**config.mk**
```make
export PLATFORM = sky130hd
export DESIGN_NAME = ins_sort_cell
export DESIGN_NICKNAME = d
export VERILOG_FILES = /design/src/ins_sort_pkg.sv /design/src/ins_sort_cell.sv
export SDC_FILE = /design/constraint.sdc
export NUM_CORES = 1
export LEC_CHECK = 0
export BUFFER_PORTS_ARGS = -buffer_cell sky130_fd_sc_hd__buf_2
export CELL_PAD_IN_SITES_DETAIL_PLACEMENT = 1
export CELL_PAD_IN_SITES_GLOBAL_PLACEMENT = 2
export CORE_ASPECT_RATIO = 0.9
export CORE_UTILIZATION = 25
export DETAILED_ROUTE_END_ITERATION = 8
export HOLD_SLACK_MARGIN = 0.02
export PLACE_DENSITY_LB_ADDON = 0.1
export SKIP_CTS_REPAIR_TIMING = 1
export SYNTH_ARGS = -nofsm -noshare
export SYNTH_HDL_FRONTEND = slang
export SYNTH_SLANG_ARGS = --single-unit
```
**constraint.sdc**
```tcl
create_clock -name clk -period 3.8 [get_ports clk]
set_input_delay 0.76 -clock clk [delete_from_list [all_inputs] [get_ports clk]]
set_output_delay 0.76 -clock clk [all_outputs]
set_load 0.005 [all_outputs]
```
**src/ins_sort_pkg.sv**
```systemverilog
// Shared types and constants for the insertion sorter.
// No dependencies; imported by ins_sort_cell and insertion_sorter.
`timescale 1ns / 1ps
`default_nettype none

package ins_sort_pkg;

    localparam int DATA_W        = 32;
    localparam int MAX_ITEMS_DEF = 64;

    // Per-cycle command broadcast to every cell of the chain
    typedef struct packed {
        logic insert;   // place the broadcast word into sorted position
        logic shift;    // move every entry one place toward cell 0
    } cell_ctl_t;

endpackage

`default_nettype wire

```
**src/ins_sort_cell.sv**
```systemverilog
// One storage cell of the insertion chain.
// Depends on ins_sort_pkg (cell_ctl_t, DATA_W).
`timescale 1ns / 1ps
`default_nettype none

module ins_sort_cell
    import ins_sort_pkg::*;
(
    input  wire logic                     clk,
    input  wire cell_ctl_t                ctl,
    input  wire logic signed [DATA_W-1:0] new_value,
    input  wire logic                     occupied,
    input  wire logic signed [DATA_W-1:0] left_data,
    input  wire logic                     left_gt,
    input  wire logic signed [DATA_W-1:0] right_data,
    output logic signed [DATA_W-1:0]      data,
    output logic                          gt
);

    logic signed [DATA_W-1:0] data_reg;

    // Held entry is live and strictly greater than the incoming word
    assign gt   = occupied && (data_reg > new_value);
    assign data = data_reg;

    always_ff @(posedge clk)
    begin
        if (ctl.shift)
        begin
            data_reg <= right_data;
        end
        else if (ctl.insert)
        begin
            if (left_gt)
            begin
                data_reg <= left_data;
            end
            else if (gt || !occupied)
            begin
                data_reg <= new_value;
            end
        end
    end

endmodule

`default_nettype wire
```
# Word-level counts from Yosys, hierarchy flattened
# Cells that the tools add are included.
[op_classes]
reduce_logical = 6
n_mux = 4
order_cmp = 1
[ops]
columns = ["cell", "count"]
rows = [
  ["32-bit 2-to-1 mux", 4],
  ["32-bit greater-than comparator", 1],
  ["3-bit nonzero test", 1],
  ["2-bit AND reduction", 1],
  ["2-bit nonzero test", 1],
  ["1-bit logical AND", 1],
  ["1-bit logical NOT", 1],
  ["1-bit logical OR", 1],
]
[totals]
wordCells = 12
input_bits = 101
register_bits = 32

# Logic depth before layout (Yosys ltp)
[logic_depth]
word_depth = 7
depth_mapped = 8
ltp_nobuf = 8

# Least setup slack after synthesis
# Ideal clock, no wire load.
[synth_path]
kind = "input to register"
start = "input port new_value[31]"
end = "register data_reg[0] (netlist: data[0]) (enable)"
required_ps = 3239
arrival_time_ps = 2753
path_buffers = 0
setup_ps = 561
cell_stages = 8
slack_ps = 486
cell_sequence = "inv_1 -> ha_1 -> nand4_2 -> nor4_2 -> nand2_1 -> and3b_1 -> a21oi_1 -> nand3_1"
[synth_between]
elab_chain_cells = 5
[synth_rtl]
columns = ["element", "line", "source"]
rows = [
  ["from (decl)", "ins_sort_cell.sv:11", "input wire logic signed [DATA_W-1:0] new_value,"],
  ["32-bit greater-than comparator", "ins_sort_cell.sv:23", "assign gt = occupied && (data_reg > new_value);"],
  ["1-bit logical AND", "ins_sort_cell.sv:23", ""],
  ["1-bit logical OR", "ins_sort_cell.sv:38", "else if (gt || !occupied)"],
  ["3-bit nonzero test (no source line)", "n/a", ""],
  ["2-bit AND reduction (no source line)", "n/a", ""],
  ["to (signal assigned)", "ins_sort_cell.sv:30", "data_reg <= right_data;"],
  ["to (signal assigned)", "ins_sort_cell.sv:36", "data_reg <= left_data;"],
  ["to (signal assigned)", "ins_sort_cell.sv:40", "data_reg <= new_value;"],
  ["to (decl)", "ins_sort_cell.sv:20", "logic signed [DATA_W-1:0] data_reg;"],
]
# No other way between the ends.
# A chain may end at the register's enable or synchronous reset.

# Worst setup path after layout
[layout_path]
start = "input port new_value[14]"
end = "output port gt"
[layout_between]
elab_chain_cells = 2
[layout_rtl]
columns = ["element", "line", "source"]
rows = [
  ["32-bit greater-than comparator", "ins_sort_cell.sv:23", ""],
  ["1-bit logical AND", "ins_sort_cell.sv:23", ""],
  ["to (decl)", "ins_sort_cell.sv:17", "output logic gt"],
]
# No other way between the ends.

==> impl_metrics.csv <==
group,metric,value,unit
run_status,outcome,"finished, final reports clean",
setup_path,arrival,2.58,ns
worst_hold_path,hold_class,"primary input to register",
detailed_routing,first_iter_violations,39,
timing,setup_viol,0,
floorplanning,die_w,107.1,um
setup_path,path_class,"primary input to primary output",
global_route,track_usage,14.92,%
clocking,path_clk_slew,0.07,ns
pwr,p_sw,355.9,uW
clocking,cts_buffers,5,
detailed_routing,via_per_inst,4.484,
placement,hpwl,5994,um
timing,fin_skew,0.004044,ns
detailed_routing,drt_wl_total,7327,um
pwr,sw_frac_of_total,32.05,%
final_layout,final_core_util,35.01,%
synthesis,yosys_warnings,0,
pwr,p_seq_share,43.8,%
floorplanning,fp.dieH,96.63,um
timing,timing.fmax,299.4,MHz
global_route,grt-ovfl-total,0,
timing,period_minus_slack,3.340,ns
synthesis,synth_seq_cells,32,
placement,place_congestion,0.6909,
synthesis,seq_area_frac_synth,38.63,%
pwr,p_total,1.111,mW
clocking,insertion_delay,0.28,ns
final_layout,nNetsFinal,529,
timing,period_share,87.89,%
global_route,antenna_found_initial,0,
pwr,irDropWorstVdd,0.1090,mV
setup_path,worstSetupStartpointType,"primary input",
floorplanning,coreArea,9657,um^2
setup_path,cp_max_fo,4,
clocking,clkSinkCount,32,
global_route,grt_max_degree,36,
final_layout,drive_gt1_share,37.03,%
detailed_routing,wire_per_inst,14.01,um
global_route,grt_pass1_vias,2489,
clocking,cts_buffer_depth,2,
pwr,power_density,328.5,nW/um^2
setup_path,required,3.04,ns
clocking,htree_num_levels,2,
synthesis,syn-num-nets,396,
timing,relSlewSlack,64.08,%
pwr,p_leak,1.751,nW
pwr,power_frac_comb,32.6,%
floorplanning,die_area,10350,um^2
detailed_routing,drc,0,
synthesis,postSynthAreaPerCell,9.458,um^2
floorplanning,ios,134,
synthesis,synth_cell_types,28,
detailed_routing,dr.pass1.iters,3,
timing,tightest_slew,0.5387,ns
synthesis,netlist_instances,263,
clocking,clockRootBuffer,"clkbuf_8",
pwr,p_int,754.7,uW
final_layout,antenna_cells,0,
job,drv_cap,0,
final_layout,largest_reg_flops,32,
detailed_routing,vias,2345,
timing,grt_setup_unrepaired,"false",
placement,io_buffer_count,133,
final_layout,nFillCells,1190,
timing,finalHoldViolations,0,
floorplanning,start_util,25.76,%
global_route,grt_pass1_wl,12070,um
setup_path,cp-end-kind,"primary output",
clocking,cts_tree,"done",
final_layout,syn_to_final_growth,35.92,%
timing,slew_violations,0,
timing,fin_tns_setup,0,ns
floorplanning,row_count,34,
detailed_routing,final_antenna_net_count,0,
synthesis,netlist_area,2487,um^2
pwr,clkPwrFrac,23.6,%
area by class of cell:
class,instances,area [um^2],area share [%]
multi-input combinational,187,1363,40.30
clock inverter,1,3.754,0.1110
sequential,32,960.9,28.42
inverter,33,123.9,3.664
tap,126,157.7,4.663
timing repair buffer,137,695.7,20.58
clock buffer,7,76.32,2.258
path summary, 6_finish.rpt:
check,from,endpoint,slack [ns],cells past startpoint
min,right_data[12],data[12]$_DFFE_PP_,0.75,3
max reg2reg,data[31]$_DFFE_PP_,data[17]$_DFFE_PP_,1.21,8
max,new_value[14],gt,0.46,10
min reg2reg,data[31]$_DFFE_PP_,data[1]$_DFFE_PP_,1.29,4
power groups by stage:
| stage | Sequential, mW | Combinational [mW] | Clock, mW |
|---|---|---|---|
| 2_1_floorplan | 0.499 | 0.187 | 0 |
| 3_3_place_gp | 0.494 | 0.367 | 0 |
| 3_5_place_dp | 0.497 | 0.371 | 0 |
| 4_1_cts | 0.489 | 0.373 | 0.274 |
| 5_1_grt | 0.496 | 0.417 | 0.286 |
| 6_report | 0.487 | 0.362 | 0.262 |
logic make-up (layout without fill, tap and decap cells):
kind of cell,Yosys count,in the layout,synth area share [%]
and+or+nand+nor,63,63,11.67
adders and majority gates,32,32,16.10
DFF,32,32,38.63
AOI/OAI and AO/OA,60,60,13.93
muxes,32,32,12.88
buffers and inverters,44,178,6.791
placed cells by master (no fill, tap or decap), drive strengths merged, types with 2 or more instances in the layout:
cell type  synthesis  final
clkbuf             8      7
nand4              8      8
inv               33     33
o21ai             35     35
edfxtp            32     32
nor2               5      5
mux2i             32     32
a21oi             15     15
o211ai             2      2
nor4               2      2
nand3              4      4
nand2             40     40
ha                32     32
buf                3    137
cells in the mapped netlist, drive strengths merged:
cell type,n,area share (%)
o41ai,1,0.65
o211ai,2,0.60
inv,33,5.0
a21oi,15,3.0
edfxtp,32,39
nand2,40,6.0
clkbuf,8,1.2
o2111ai,1,0.60
nor2,5,0.75
a211oi,1,0.30
nand3,4,0.80
mux2i,32,13
a221o,1,0.40
nor4,2,0.75
a22oi,1,0.30
buf,3,0.60
o31a,1,0.35
and3b,1,0.35
nor3,1,0.20
ha,32,16
o21ai,35,7.0
nor2b,1,0.25
a2111oi,1,0.35
nand4,8,2.3
a21o,1,0.30
or3,1,0.25
through the flow:
| step | setup slack [ns] | cells | hold slack, ns | area, um^2 |
|---|---|---|---|---|
| 6_report | 0.4602 | 523 | 0.7536 | 3381 |
| 5_1_grt | 0.3306 | 523 | 0.7613 | 3381 |
| 4_1_cts | 0.4551 | 523 | 0.7421 | 3381 |
| 3_5_place_dp | 0.4595 | 515 | 1.045 | 3301 |
| 3_3_place_gp | 0.5003 | 515 | 1.041 | 3301 |
| 2_1_floorplan | 0.4857 | 263 | 0.9471 | 2487 |
metal layers:
layer  global-route usage [%]  wire length, um  vias to the layer above
li1                         -                -                     1209
met1                    19.95             3559                     1065
met2                    24.02             3236                       69
met3                    3.976              498                        2
met4                    3.161               33                        0
met5                        0                0                        -
critical path: stages:
cell,delay (ns)
buf_2,0.09
inv_1,0.04
ha_1,0.31
nand4_1,0.20
nor2_1,0.08
a221o_1,0.31
o31a_1,0.35
o2111ai_2,0.20
o41ai_2,0.09
buf_2,0.14
No activity file was read; power rests on OpenSTA's default activity.
